[src/hdl/ips_pkg.sv]
// Shared types and codes for the indexed priority scheduler.
`default_nettype none

package ips_pkg;

  localparam int PRIO_W    = 32;
  localparam int PAYLOAD_W = 32;
  localparam int ID_W      = 6;

  typedef enum logic [1:0] {
    OP_ADD      = 2'd0,
    OP_UPDATE   = 2'd1,
    OP_POP      = 2'd2,
    OP_CONTAINS = 2'd3
  } op_t;

  // One table slot as held in the memory.
  typedef struct packed {
    logic                     valid;
    logic signed [PRIO_W-1:0] prio;
    logic [PAYLOAD_W-1:0]     payload;
  } entry_t;

  // Controls from the sequencer to the best-entry tracker.
  typedef struct packed {
    logic start;
    logic sample;
    logic min_first;
  } scan_ctl_t;

endpackage

`default_nettype wire

[src/hdl/ips_mem.sv]
// Task table memory: one write port, one registered read port.
`default_nettype none

module ips_mem
  import ips_pkg::*;
#(
  parameter int DEPTH  = 64,
  parameter int ADDR_W = 6
) (
  input  wire logic              clk,
  input  wire logic              wr_en,
  input  wire logic [ADDR_W-1:0] wr_addr,
  input  wire entry_t            wr_data,
  input  wire logic              rd_en,
  input  wire logic [ADDR_W-1:0] rd_addr,
  output entry_t                 rd_data
);

  entry_t mem [DEPTH];

  always_ff @(posedge clk) begin
    if (wr_en) begin
      mem[wr_addr] <= wr_data;
    end
  end

  // read data holds until the next read
  always_ff @(posedge clk) begin
    if (rd_en) begin
      rd_data <= mem[rd_addr];
    end
  end

endmodule

`default_nettype wire

[config.mk]
export PLATFORM = sky130hd
export DESIGN_NAME = ips_mem
export DESIGN_NICKNAME = d
export VERILOG_FILES = /design/src/hdl/ips_pkg.sv /design/src/hdl/ips_mem.sv
export SDC_FILE = /design/constraint.sdc
export NUM_CORES = 2
export LEC_CHECK = 0
export BUFFER_PORTS_ARGS = -buffer_cell sky130_fd_sc_hd__buf_2
export CAP_MARGIN = 30
export CORE_MARGIN = 2
export CORE_UTILIZATION = 63
export DETAILED_ROUTE_END_ITERATION = 10
export PLACE_DENSITY_LB_ADDON = 0.1
export SLEW_MARGIN = 20
export SYNTH_ARGS = -nofsm -noshare
export SYNTH_HDL_FRONTEND = slang
export SYNTH_MEMORY_MAX_BITS = 65536
export SYNTH_SLANG_ARGS = --single-unit
[constraint.sdc]
create_clock -name clk -period 6.9 [get_ports clk]
set_clock_uncertainty 0.15 [all_clocks]
set_input_delay 0.69 -clock clk [delete_from_list [all_inputs] [get_ports clk]]
set_output_delay 0.69 -clock clk [all_outputs]
set_load 0.05 [all_outputs]
# Word level (Yosys, flattened, before mapping)
# Memory sizes are Yosys's and may differ from the RTL's. A register that Yosys moved wholly into a read port is not among the register bits.
# Cells that the tools add are included.
[word_totals] register_bits=0 ram_bits=4160 in_bits=80 mem_count=1
[op_classes] n_mux=2
[mem_list] memory="mem" words=64 width=65 rd=1 rd_clocked_by_memory_dff=1 write_ports=1 line_no="ips_mem.sv:19" source="entry_t mem [DEPTH];"
[op_table] cell="$mux W1" n=2

# Depth between registers and ports, before layout
[logic_depth] ltp_word=2 depth_mapped=9

# Least setup slack after synthesis
# Ideal clock, no wire load.
[synth_timing] kind="input-to-reg" startpoint="in wr_addr[3]" endpoint="mem mem[48][0] (netlist name) (enable)" setup_time_ps=568 t_arrival_ps=5629 required_time_ps=6182 setup_slack_ps=554 stages=4 n_path_buf=1 cell_sequence="clkbuf_1 nor2b_1 nand4b_1 nor3_1"
[synth_rtl] element="from (decl)" line_no="ips_mem.sv:12" source="input wire logic [ADDR_W-1:0] wr_addr,"
[synth_rtl] element="to (decl)" line_no="ips_mem.sv:19"
# Straight into the memory's write port.

# Worst setup path in the final report
[layout_timing] startpoint="in wr_addr[1]" endpoint="mem mem[11][24] (netlist name) (enable)"
# Straight into the memory's write port.

==> metrics.txt <==
outcome=completed; dpl cells=9951; Power Density=293 mW/mm^2; Startpoint Class=input pin; die footprint=0.256 mm^2; sequential fraction of the synthesis area=79.8%; final max-slew violation count=0; Final Hold Viols=0; Non-Filler Instances=10800; most frequent cell after synthesis=edfxtp_1; largest cells by area after synthesis=edfxtp_1 (80%), mux4_2 (15%), a22oi_1 (1.2%), mux2i_1 (0.65%), buf_2 (0.59%); period utilization=47.1%; Die H=506 um; # clock sinks=4225; GRT Overall Usage=34.5%; post-DP HPWL=229000 um; critical path endpoint=mem[11][24]$_DFFE_PP_; VDD IR-drop max=0.000286 V; vias=79000; syn_nets=6686; total grt overflow=0; setup_tns=0 ps; drt first pass iters=6; relative max-transition margin=24.2%; Clk pin slew, worst setup/hold paths=60 ps; vias in the first global route=77500; Crit. Startpoint=wr_addr[1]; vias per inst=7.31; R2R Path End=rd_data[64]$_DFFE_PP_; CP Capture Type=register; routability cong.=0.812; root buf cell=clkbuf_16; drt total wl=440000 um; Max Root-Sink Buffers=4; RSZ-0062 raised after global routing=false; CP cell instances=buf_2 -> nor2b_1 -> nand3_1 -> nor2_4 -> buf_4; Area growth, synth to finish=13.3%; Worst-Margin Slew=1140 ps; syn avg cell area=24.1 um^2; FP Rows=184; WP data arrival=3680 ps; IO Count=145; reg2reg path depth=4; RR Startpoint=mem[39][64]$_DFFE_PP_; Hold WC Path Type=in2reg; flop and latch count out of synthesis=4225; initial antenna violation count=28; Detail Route Antenna Nets=0; Tot Pwr=0.0528 W; dominant cell type by area after synthesis=edfxtp_1; storage element area=0.127 mm^2; largest net degree at the start of global routing=117; Initial Util=63.3%; top cell type's share of synthesized area=79.8%; global-route wire length before repair=607000 um; Post-synth ARST share=0%; Syn Std Cell Area=0.159 mm^2; Post-synth EDFFs=4225; Netlist cell types=26; Filler cells=14200; LEAKAGE=56.3 nW; insertion delay to the later sink of the worst-skew pair=1000 ps; Initial DRC Count=13600; Reg2Reg Setup Slack=4810 ps; Multi-input gate area=0.0308 mm^2; top_reg_cell synth=edfxtp_1; Ys Warns=0; input/output buffers=144; share of post-route cells with drive strength above 1=28.6%; FMAX=308 MHz; post-route minimum period=3250 ps; TritonCTS clock tree=done; CP Class=in2reg; Die W=506 um; Post-Synthesis Cells=6606; # nets final=7223; CTS H-tree lvls=5; # DRC=0; CP max-delay cell=nor2_4; Core ar.=0.251 mm^2; cts bufs inserted=425; Max Cap Viol=0; maximum fanout along the worst path=29; crit-path max cell delay=990 ps; synth cell count leaders=edfxtp_1 (4225), mux4_2 (1040), a22oi_1 (260); final setup fails=0; Avg WL per Cell=40.6 um; Req. time, crit path=7330 ps
## cells in the final DEF (no fill, tap or decap), drive strengths merged, types with 2 or more instances in the layout
cell type | netlist | final
edfxtp | 4225 | 4225
mux4 | 1040 | 1040
clkbuf | 120 | 507
buf | 257 | 436
a22oi | 260 | 260
clkinv | 0 | 196
o22ai | 130 | 130
nand3 | 115 | 115
nor2 | 112 | 112
mux2i | 103 | 103
a211oi | 65 | 65
o211a | 65 | 65
dlygate4sd3 | 0 | 51
o221ai | 46 | 46
bufinv | 0 | 27
nand3b | 25 | 25
diode | 0 | 12
clkinvlp | 0 | 9
nand2b | 9 | 9
nor2b | 9 | 9
nand2 | 8 | 8
inv | 0 | 5
or3b | 4 | 4
or3 | 3 | 3
and2 | 3 | 3
or2 | 2 | 2
nor3 | 2 | 2
nand4 | 2 | 2
## kinds of logic after synthesis
family / Yosys count / synth area share (%)
buffers and inverters: 377 / 1.20
multiplexers: 1143 / 15.4
flip-flops: 4225 / 79.8
AO/OA/AOI/OAI: 566 / 2.71
AND/OR/NAND/NOR: 295 / 0.907
## flip-flops by register name (all words and copies together), names as in the netlist
signal / flops
rd_data: 65
mem: 4160
## metrics by stage
step / setup WS, ps / hold WS, ps / instance area (um^2) / utilization [%]
2_1_floorplan: 554 / 639 / 159000 / -
3_3_place_gp: 2730 / 726 / 165000 / 65.6
3_5_place_dp: 2730 / 749 / 165000 / 65.9
4_1_cts: 3780 / 8.62 / 178000 / 71.0
5_1_grt: 3710 / 0.994 / 180000 / 71.7
6_report: 3650 / 7.65 / 180000 / 71.7
## timing repair
item,in CTS,in global routing
buffers inserted,0,0
hold buffers,1,50
resized for setup,0,0
hold endpoints to repair,17,592
## where the power goes
group          total, W  leakage (nW)  internal (W)  switching (W)
clock            0.0216          6.34        0.0123        0.00933
combinational   0.00261          11.9      0.000952        0.00166
sequential       0.0286          38.1        0.0285      0.0000907
total            0.0528          56.3        0.0417         0.0111
## layer usage
layer  vias to the layer above  global-route usage (%)  wire [um]
met5                         -                       0        104
met4                        16                    13.6      19500
met3                      1018                    6.74      53800
met2                      5806                    53.4     210000
met1                     42300                    49.9     157000
li1                      29900                       -          -
## layout make-up
class                           instances  area share [%]
Multi-Input combinational cell       2004            17.1
Clock inverter                        237            1.01
Antenna cell                           12          0.0167
Timing Repair Buffer                  487            3.03
Sequential cell                      4225            70.4
Clock buffer                          507            6.12
Tap cell                             3348            2.33
## worst min-delay path by stage
stage,from,end,depth (start not counted)
after floorplan,wr_data[0],mem[0][0]$_DFFE_PP_,0
after global placement,mem[47][32]$_DFFE_PP_,rd_data[32]$_DFFE_PP_,4
after detailed placement,mem[14][28]$_DFFE_PP_,rd_data[28]$_DFFE_PP_,4
after CTS,rd_en,rd_data[2]$_DFFE_PP_,1
after global routing,wr_data[30],mem[59][30]$_DFFE_PP_,1
final,wr_data[30],mem[59][30]$_DFFE_PP_,1
## critical path: cells and delay by family
kind / cells / cell delay [ps]
buf+inv: 2 / 1030
simple gates: 3 / 1880
(Power assumes the default switching activity.)
