**config.mk**
```make
export PLATFORM = sky130hd
export DESIGN_NAME = ips_best
export DESIGN_NICKNAME = d
export VERILOG_FILES = /design/src/hdl/ips_pkg.sv /design/src/hdl/ips_best.sv
export SDC_FILE = /design/constraint.sdc
export NUM_CORES = 1
export LEC_CHECK = 0
export ABC_CLOCK_PERIOD_IN_PS = 6200
export BUFFER_PORTS_ARGS = -buffer_cell sky130_fd_sc_hd__buf_2
export CAP_MARGIN = 20
export CORE_UTILIZATION = 30
export DETAILED_ROUTE_END_ITERATION = 8
export PLACE_DENSITY = 0.66
export REMOVE_ABC_BUFFERS = 1
export SETUP_SLACK_MARGIN = 0.15
export SYNTH_ARGS = -nofsm -noshare
export SYNTH_HDL_FRONTEND = slang
export SYNTH_SLANG_ARGS = --single-unit
```
**constraint.sdc**
```tcl
create_clock -name clk -period 6.2 [get_ports clk]
set_clock_uncertainty 0.15 [all_clocks]
set_input_delay 0.31 -clock clk [delete_from_list [all_inputs] [get_ports clk]]
set_output_delay 0.31 -clock clk [all_outputs]
set_load 0.005 [all_outputs]
```
**src/hdl/ips_pkg.sv**
```systemverilog
// Shared types and codes for the indexed priority scheduler.
`default_nettype none

package ips_pkg;

  localparam int PRIO_W    = 32;
  localparam int PAYLOAD_W = 32;
  localparam int ID_W      = 6;

  typedef enum logic [1:0] {
    OP_ADD      = 2'd0,
    OP_UPDATE   = 2'd1,
    OP_POP      = 2'd2,
    OP_CONTAINS = 2'd3
  } op_t;

  // One table slot as held in the memory.
  typedef struct packed {
    logic                     valid;
    logic signed [PRIO_W-1:0] prio;
    logic [PAYLOAD_W-1:0]     payload;
  } entry_t;

  // Controls from the sequencer to the best-entry tracker.
  typedef struct packed {
    logic start;
    logic sample;
    logic min_first;
  } scan_ctl_t;

endpackage

`default_nettype wire

```
**src/hdl/ips_best.sv**
```systemverilog
// Running best-entry tracker fed by the table scan.
`default_nettype none

module ips_best
  import ips_pkg::*;
#(
  parameter int IDX_W = 6
) (
  input  wire logic                     clk,
  input  wire logic                     rst,
  input  wire scan_ctl_t                ctl,
  input  wire logic [IDX_W-1:0]         sample_idx,
  input  wire entry_t                   sample,
  output logic                          found,
  output logic [IDX_W-1:0]              best_idx,
  output logic signed [PRIO_W-1:0]      best_prio,
  output logic [PAYLOAD_W-1:0]          best_payload
);

  logic beats;
  logic take;

  // strict compare so that ties keep the lower id seen first
  always_comb begin
    if (ctl.min_first) begin
      beats = $signed(sample.prio) < $signed(best_prio);
    end else begin
      beats = $signed(sample.prio) > $signed(best_prio);
    end
    take = ctl.sample && sample.valid && (!found || beats);
  end

  always_ff @(posedge clk) begin
    if (rst) begin
      found <= 1'b0;
    end else if (ctl.start) begin
      found <= 1'b0;
    end else if (take) begin
      found <= 1'b1;
    end
  end

  always_ff @(posedge clk) begin
    if (take) begin
      best_idx     <= sample_idx;
      best_prio    <= sample.prio;
      best_payload <= sample.payload;
    end
  end

endmodule

`default_nettype wire

```
# Yosys cells after proc, flatten, opt, wreduce, memory -nomap -nowiden

Cells that the tools add are included.
W data, S select, Z words.

$lt $le $gt $ge: 2
Reduce and logical (&&, ||, !) cells: 5
Muxes and demuxes: 1

Operators with widths:

| operator            | number |
|---|---|
| $gt A32 B32 Y1      | 1 |
| $lt A32 B32 Y1      | 1 |
| $logic_and A1 B1 Y1 | 2 |
| $reduce_or A2 Y1    | 1 |
| $logic_not A1 Y1    | 1 |
| $logic_or A1 B1 Y1  | 1 |
| $mux W1             | 1 |

Word-level logic and storage cells: 12
Bits in registers: 71
Output and inout port bits: 71
Input port bits: 76

# Longest topological paths before layout

Gate-level depths: netlist of run 1.

Depth in word-level cells: 4
Depth in mapped cells: 9
Mapped depth without buffers: 9

# Worst setup path after synthesis of run 1

No wires, ideal clock.

Path kind: register to register
From: register best_prio[1]
To: register best_idx[0] (enable)
Stages on the path, launching flop included: 10
Setup slack: 1436 ps
Library setup time: 459 ps
Required time: 5591 ps
Buffers on the path: 0
Arrival time: 4155 ps
Cell sequence: edfxtp_1 > inv_1 > ha_1 > nor2b_1 > o211ai_1 > a2111oi_1 > or4b_1 > a221o_1 > nand2b_4 > a31oi_2

Word-level cells in the longest chain between the ends: 4

Ends and longest elaborated chain:

| item                                                    | RTL line                       | source |
|---|---|---|
| start, declared                                         | ips_best.sv:16                 | `output logic signed [PRIO_W-1:0] best_prio,` |
| start signal, assigned                                  | ips_best.sv:46                 | `best_prio <= sample.prio;` |
| $gt A32 B32 Y1 / $lt A32 B32 Y1 (equally long branches) | ips_best.sv:28, ips_best.sv:26 |  |
| $mux W1 (*)                                             | ips_best.sv:25                 | `if (ctl.min_first) begin` |
| $logic_or A1 B1 Y1 (*)                                  | ips_best.sv:30                 | `take = ctl.sample && sample.valid && (!found \|\| beats);` |
| $logic_and A1 B1 Y1 (*)                                 | ips_best.sv:30                 |  |
| named net take                                          | ips_best.sv:21                 | `logic take;` |
| end signal, assigned                                    | ips_best.sv:45                 | `best_idx <= sample_idx;` |
| end, declared                                           | ips_best.sv:15                 | `output logic [IDX_W-1:0] best_idx,` |

The timed path passes the listed nets; every way through them passes the cells marked *.
A chain may end at the register's enable or synchronous reset.

# Worst setup path after layout of run 1

From: input port sample[63] (netlist name)
To: register best_prio[4] (enable)

Word-level cells in the longest chain between the ends: 4

Ends and longest elaborated chain:

| item                                                    | RTL line                       | source |
|---|---|---|
| start, declared                                         | ips_best.sv:13                 | `input wire entry_t sample,` |
| $gt A32 B32 Y1 / $lt A32 B32 Y1 (equally long branches) | ips_best.sv:28, ips_best.sv:26 |  |
| $mux W1 (*)                                             | ips_best.sv:25                 |  |
| $logic_or A1 B1 Y1 (*)                                  | ips_best.sv:30                 |  |
| $logic_and A1 B1 Y1 (*)                                 | ips_best.sv:30                 |  |
| named net take                                          | ips_best.sv:21                 |  |

Marked as above.

==> results.sh, run 1 <==
export IMPL_viasPerCell=4.27
export IMPL_drv_cap=0
export IMPL_cts_tree="yes"
export IMPL_finalSetupTns_ns=0
export IMPL_synthFlopType="edfxtp_1"
export IMPL_r2r_start="best_prio[31]$_DFFE_PP_"
export IMPL_drt_pass1_iter_count=4
export IMPL_status="completed"
export IMPL_die_h_um=102
export IMPL_setup_violations=0
export IMPL_path_max_fanout=32
export IMPL_drc=0
export IMPL_reg2reg_depth=10
export IMPL_cellLeakagePower_nw=2.20
export IMPL_fp_row_count=36
export IMPL_globalRoute_totalOverflow=0
export IMPL_cts_buffers=9
export IMPL_worstPathArrival_ns=3.58
export IMPL_crit_buf_inv=4
export IMPL_gp_congestion=0.677
export IMPL_synth_area_leaders="edfxtp_1, ha_1, inv_1"
export IMPL_vias=2397
export IMPL_nNetsFinal=532
export IMPL_routed_wl_um=7220
export IMPL_power_density_nw_per_um2=224
export IMPL_routedWlPerCell_um=12.9
export IMPL_yosysMostFrequentCell="edfxtp_1"
export IMPL_die_w_um=102
export IMPL_maxSlewViolCount=0
export IMPL_hold_end="best_prio[16]$_DFFE_PP_"
export IMPL_antenna_found_initial=0
export IMPL_worstPathRequired_ns=6.06
export IMPL_fin_crit_sh_pct=60.0
export IMPL_drive_gt1_share_pct=38.6
export IMPL_post_dp_cell_area_um2=3910
export IMPL_postSynthCellCount=192
export IMPL_peakVddDrop_v=0.0000909
export IMPL_tightest_slew_ns=0.450
export IMPL_ys_warnings_count=0
export IMPL_max_clock_path_buffers=2
export IMPL_grt_first_pass_wirelength_um=10900
export IMPL_grt_pass1_vias=2394
export IMPL_avgSynthCellArea_um2=15.5
export IMPL_area_growth_pct=62.4
export IMPL_slowest_delay_ns=0.55
export IMPL_cts_sinks=71
export IMPL_dieArea_um2=10400
export IMPL_synth_top_cell_area_share_pct=70.4
export IMPL_cts_root_buf="clkbuf_8"
export IMPL_hold_path_class="primary input to flip-flop"
export IMPL_postCtsSetupRepairBufs=0
export IMPL_finalInstanceArea_um2=4850
export IMPL_cpLargestDelayFamily="buffers and inverters"
export IMPL_crit_chain="dlygate4sd3_1, buf_2, ha_1, nand4_1, nor4_1, nor3b_1, a221o_1, nand3b_1, a31oi_4, buf_12, buf_4"
export IMPL_drt_iter0_drc=49
export IMPL_htreeDepth=3
export IMPL_grt_total_usage_pct=14.4
export IMPL_slowest_stage="dlygate4sd3_1"
export IMPL_r2r_end="best_prio[4]$_DFFE_PP_"
export IMPL_hold_viol=0
export IMPL_ys_seq_area_share_pct=71.1
export IMPL_yosysUniqueCellTypes=25
export IMPL_rsz0062_at_grt="false"
export IMPL_syn_area_um2=2990
export IMPL_crit_type="primary input to flip-flop"
export IMPL_diodes=0
export IMPL_synth_seq_cells=71
export IMPL_synth_edff_count=70
export IMPL_relSlewSlack_pct=69.7
export IMPL_cp_end_kind="flip-flop"
export IMPL_r2r_slack_ns=2.73
export IMPL_core_area_um2=9730
export IMPL_worstSetupStartpointType="primary input"
export IMPL_hold_start="sample[64]"
export IMPL_postRouteAntennaNets=0
export IMPL_grt_start_max_net_pins=36
export IMPL_insertion_delay_ns=0.34
export IMPL_dp_hpwl_um=4970
export IMPL_fmax_mhz=269
export IMPL_path_depth=11
export IMPL_clkTransAtPathRegs_ns=0.07
export IMPL_whs_path_depth=3
export IMPL_io_buffers=146
export IMPL_netlist_top_cells_count="edfxtp_1, inv_1, ha_1, a21oi_1, nand2_1"
export IMPL_ioPinCount=147
export IMPL_synth_largest_area_cell="edfxtp_1"
export IMPL_async_flop_share_pct=0
export IMPL_initial_core_util_pct=30.7
export IMPL_period_needed_ns=3.72
[through the flow]
stage	util (%)	setup WS (ns)	std cells	hold slack, ns	power, mW
after detailed placement	40.1	2.04	473	0.325	0.675
final	49.8	2.48	561	0.260	1.09
after global placement	40.1	2.09	473	0.327	0.671
after CTS	49.6	1.85	560	0.413	1.10
after floorplan	-	1.44	192	0.237	0.616
after global routing	49.8	2.15	561	0.246	1.14
[final cells by class]
| class | instances | area [um^2] |
|---|---|---|
| fill | 892 | 4880 |
| clock buffer | 10 | 128 |
| clock inverter | 5 | 73.8 |
| inverter | 35 | 131 |
| tap | 133 | 166 |
| multi-input combinational | 86 | 741 |
| sequential | 71 | 2120 |
| timing repair buffer | 221 | 1490 |
[worst max-delay path by stage]
stage / end / from / slack (ns)
floorplan: best_idx[0]$_DFFE_PP_ / best_prio[1]$_DFFE_PP_ / 1.44
global placement: best_prio[12]$_DFFE_PP_ / sample[63] / 2.09
detailed placement: best_prio[4]$_DFFE_PP_ / sample[63] / 2.04
CTS: best_prio[4]$_DFFE_PP_ / sample[63] / 1.85
global route: best_prio[4]$_DFFE_PP_ / sample[63] / 2.15
finish: best_prio[4]$_DFFE_PP_ / sample[63] / 2.48
[kinds of logic (layout without fill, tap and decap cells)]
| family | count (synthesis) | after routing | share of synthesized area, % |
|---|---|---|---|
| buf+inv | 35 | 271 | 4.40 |
| compound gates | 26 | 26 | 5.66 |
| flops | 71 | 71 | 71.1 |
| simple gates | 28 | 28 | 5.45 |
| fa+ha+maj | 32 | 32 | 13.4 |
[cells in the final DEF, fill, tap and decap left out]
cell type,n
a31oi_4,1
a221o_1,1
clkinv_1,1
nor3b_1,1
a211oi_1,3
edfxtp_1,70
o211ai_1,1
o21ai_0,2
buf_12,1
bufinv_16,2
nand3b_1,1
nand4_1,6
clkbuf_1,1
a21oi_1,13
or4b_1,1
dlygate4sd3_1,72
nand3_1,4
nor3_1,1
clkbuf_8,9
nand2_1,7
ha_1,32
inv_1,35
nor2_2,1
a2111oi_1,1
nor2_1,1
buf_2,146
nor4_1,2
dfxtp_1,1
nor2b_1,2
a21o_1,3
buf_4,2
nand2b_4,1
clkinv_2,2
o221ai_1,1
[power by group]
| part | internal [mW] | switching (mW) | total [mW] |
|---|---|---|---|
| Clock | 0.222 | 0.164 | 0.386 |
| Combinational | 0.0806 | 0.0608 | 0.141 |
| Sequential | 0.552 | 0.00712 | 0.559 |
[tightest hold or removal path: stages]
cell     delay (ns)
buf_2          0.10
nand2_1        0.10
a31oi_4        0.07
[layer usage]
layer  up-vias  GRT usage, %  part of all wire, %
met4         0          8.03                  2.2
li1       1173             -                    -
met5         -             0                    0
met3        13          4.83                  8.5
met1      1108          15.5                   40
met2       103          24.6                   50
[what timing repair did]
| item | 4_1_cts | 5_1_grt |
|---|---|---|
| hold endpoints to repair | 71 | 0 |
| hold buffers | 72 | 0 |
| resized for setup | 0 | 0 |
[flip-flops by register name (all words and copies together), names as in the netlist]
register / flops
best_idx: 6
best_payload: 32
best_prio: 32
found: 1
Note: power is estimated with default switching activity, not from simulation.
==> run 2, diff against run 1 <==
--- a/config.mk
+++ b/config.mk
@@ -5,7 +5,8 @@
 export SDC_FILE = /design/constraint.sdc
 export NUM_CORES = 1
 export LEC_CHECK = 0
-export ABC_CLOCK_PERIOD_IN_PS = 6200
+export ABC_AREA = 1
+export ABC_CLOCK_PERIOD_IN_PS = 3890
 export BUFFER_PORTS_ARGS = -buffer_cell sky130_fd_sc_hd__buf_2
 export CAP_MARGIN = 20
 export CORE_UTILIZATION = 30
==> constraint.sdc (replaced) <==
create_clock -name clk -period 3.89 [get_ports clk]
set_clock_uncertainty 0.15 [all_clocks]
set_input_delay 0.1945 -clock clk [delete_from_list [all_inputs] [get_ports clk]]
set_output_delay 0.1945 -clock clk [all_outputs]
set_load 0.005 [all_outputs]
==> run 2 against run 1 <==
Effect of this change:
- critical endpoint is now best_payload[20]$_DFFE_PP_
- global-route usage fell by 0.18 points
- largest power group unchanged
- clock power rose by 65%
- non-clock buffer count fell by 1
- first-iteration DRC count rose by 10%
==> results.sh, run 2 <==
export IMPL_fillers=860
export IMPL_relSlewSlack_pct=66.1
export IMPL_reg2reg_depth=13
export IMPL_synth_seq_cells=71
export IMPL_max_clock_path_buffers=2
export IMPL_dieArea_um2=10600
export IMPL_diodes=0
export IMPL_area_growth_pct=60.2
export IMPL_period_needed_ns=2.90
export IMPL_grt_start_max_net_pins=40
export IMPL_drive_gt1_share_pct=36.6
export IMPL_rsz0062_at_grt="false"
export IMPL_die_w_um=103
export IMPL_ioPinCount=147
export IMPL_drv_cap=0
export IMPL_grt_total_usage_pct=14.2
export IMPL_grt_pass1_vias=2463
export IMPL_reg_largest_list="best_payload (32), best_prio (32), best_idx (6)"
export IMPL_yosys_area_share_simple_pct=8.44
export IMPL_synth_compound_area_share_pct=3.83
export IMPL_hold_path_class="primary input to flip-flop"
export IMPL_synth_edff_count=70
export IMPL_routed_wl_um=7590
export IMPL_status="completed"
export IMPL_hold_ws_ns=0.0444
export IMPL_synth_largest_area_cell="edfxtp_1"
export IMPL_synth_top_family_by_area="adder cells"
export IMPL_htreeDepth=3
export IMPL_syn_area_um2=3070
export IMPL_path_max_fanout=39
export IMPL_cts_resized=0
export IMPL_finalInstanceArea_um2=4910
export IMPL_whs_path_depth=5
export IMPL_cts_root_buf="clkbuf_8"
export IMPL_setup_violations=0
export IMPL_clkTransAtPathRegs_ns=0.07
export IMPL_cts_sinks=71
export IMPL_dp_hpwl_um=5010
export IMPL_nNetsFinal=567
export IMPL_drc=0
export IMPL_synth_top_cell_area_share_pct=68.5
export IMPL_synthAdderAreaFrac_pct=13.1
export IMPL_cts_buffers=9
export IMPL_r2r_start="best_prio[31]$_DFFE_PP_"
export IMPL_fp_row_count=36
export IMPL_routedWlPerCell_um=12.7
export IMPL_postRouteAntennaNets=0
export IMPL_drt_iter0_drc=54
export IMPL_globalRoute_totalOverflow=0
export IMPL_finalSetupTns_ns=0
export IMPL_hold_end="found$_SDFFE_PP0P_"
export IMPL_antenna_found_initial=0
export IMPL_maxSlewViolCount=0
export IMPL_yosysMostFrequentCell="edfxtp_1"
export IMPL_insertion_delay_ns=0.34
export IMPL_cellLeakagePower_nw=2.32
export IMPL_ys_warnings_count=0
export IMPL_final_cells=597
export IMPL_post_dp_cell_area_um2=3980
export IMPL_netlist_top_cells_count="edfxtp_1, inv_1, nand2_1, ha_1, a21oi_1"
export IMPL_tightest_slew_ns=0.508
export IMPL_final_common_cell="buf_2"
export IMPL_worstPathArrival_ns=2.73
export IMPL_grt_first_pass_wirelength_um=11100
export IMPL_postCtsSetupRepairBufs=0
export IMPL_synth_area_leaders="edfxtp_1, ha_1, inv_1"
export IMPL_hold_viol=0
export IMPL_fin_crit_sh_pct=74.5
export IMPL_synth_xor_area_share_pct=0
export IMPL_die_h_um=103
export IMPL_power_mw=1.76
export IMPL_synthMuxAreaShare_pct=0
export IMPL_crit_type="primary input to flip-flop"
export IMPL_vias=2476
export IMPL_postSynthCellCount=228
export IMPL_worstPathRequired_ns=3.72
export IMPL_final_cell_mix="buf_2, dlygate4sd3_1, edfxtp_1"
export IMPL_yosysUniqueCellTypes=19
export IMPL_avgSynthCellArea_um2=13.5
export IMPL_r2r_end="best_payload[20]$_DFFE_PP_"
export IMPL_power_density_nw_per_um2=358
export IMPL_hold_start="sample[64]"
export IMPL_r2r_slack_ns=1.11
export IMPL_multiInputGateArea_um2=777
export IMPL_async_flop_share_pct=0
export IMPL_drt_pass1_iter_count=4
export IMPL_final_seq_area_um2=2120
export IMPL_synthFlopType="edfxtp_1"
export IMPL_peakVddDrop_v=0.000122
export IMPL_io_buffers=146
export IMPL_cts_tree="yes"
export IMPL_worstSetupStartpointType="primary input"
export IMPL_dp_cells=509
export IMPL_initial_core_util_pct=31.1
export IMPL_gp_congestion=0.699
export IMPL_cp_end_kind="flip-flop"
export IMPL_fmax_mhz=345
export IMPL_viasPerCell=4.15
export IMPL_ys_seq_area_share_pct=69.2
export IMPL_core_area_um2=9860
==> run 2: cell count changes in the layout (fill, tap and decap cells not counted), moves of 2 or more <==
cell | before | now
nor2b_1 | 2 | 0
nand3_1 | 4 | 7
inv_1 | 35 | 44
nand4_1 | 6 | 1
a211oi_1 | 3 | 0
a21o_1 | 3 | 1
nor2_1 | 1 | 8
nand2_2 | 0 | 3
o21a_1 | 0 | 2
nand2_1 | 7 | 36
nor4_1 | 2 | 0
==> run 2: power breakdown <==
group	switching (mW)	internal (mW)
Combinational	0.104	0.128
Sequential	0.0114	0.880
Clock	0.276	0.359
==> run 2: worst max path at each step <==
stage                     depth (start not counted)  slack, ns                         end               startpoint
after floorplan                                  12       0.44       best_idx[0]$_DFFE_PP_  best_prio[31]$_DFFE_PP_
after global placement                           13       1.16   best_payload[3]$_DFFE_PP_  best_prio[31]$_DFFE_PP_
after detailed placement                         13       1.08   best_payload[3]$_DFFE_PP_  best_prio[31]$_DFFE_PP_
after CTS                                        14       0.96   best_payload[3]$_DFFE_PP_               sample[63]
after global routing                             14       0.74     best_prio[17]$_DFFE_PP_               sample[63]
final                                            14       0.99  best_payload[20]$_DFFE_PP_               sample[63]
==> run 2: timing repair <==
action,CTS,global route
endpoints found under the hold margin,71,0
endpoints found under the setup margin,0,0
hold buffers,72,0
==> run 2: metrics by stage <==
stage	util (%)	setup WS, ns
floorplan	-	0.436
global placement	40.3	1.16
detailed placement	40.3	1.08
CTS	49.8	0.960
global route	49.8	0.742
finish	49.8	0.992
==> run 2: logic make-up (layout without fill, tap and decap cells) <==
family	after synthesis	count (layout)
AOI/OAI and AO/OA	21	21
adders and majority gates	32	32
buffers and inverters	45	281
DFF	71	71
and+or+nand+nor	59	59
==> run 2: final cells by class <==
class,count,area share [%]
repair buffers,220,29.8
clock buffers,10,2.60
clock inverters,6,1.73
flip-flops and latches,71,43.2
multi-input cells,112,15.8
well taps,133,3.39
inverters,45,3.44
==> run 2: routing by layer <==
| layer | track usage (%) | wire (um) | vias to the layer above |
|---|---|---|---|
| li1 | - | - | 1243 |
| met1 | 15.3 | 3150 | 1123 |
| met2 | 25.8 | 3790 | 104 |
| met3 | 4.81 | 578 | 6 |
| met4 | 4.88 | 68 | 0 |
| met5 | 0 | 0 | - |
==> run 2: critical path, stage by stage <==
cell and delay (ns):
dlygate4sd3_1 0.53, buf_2 0.13, ha_1 0.37, nand2_1 0.11, nor2_2 0.16, nand2_2 0.07, nor3b_2 0.25, nand2_2 0.11
nand3_1 0.09, nand3_2 0.07, nand3_1 0.06, nand2_1 0.06, inv_2 0.05, buf_4 0.41
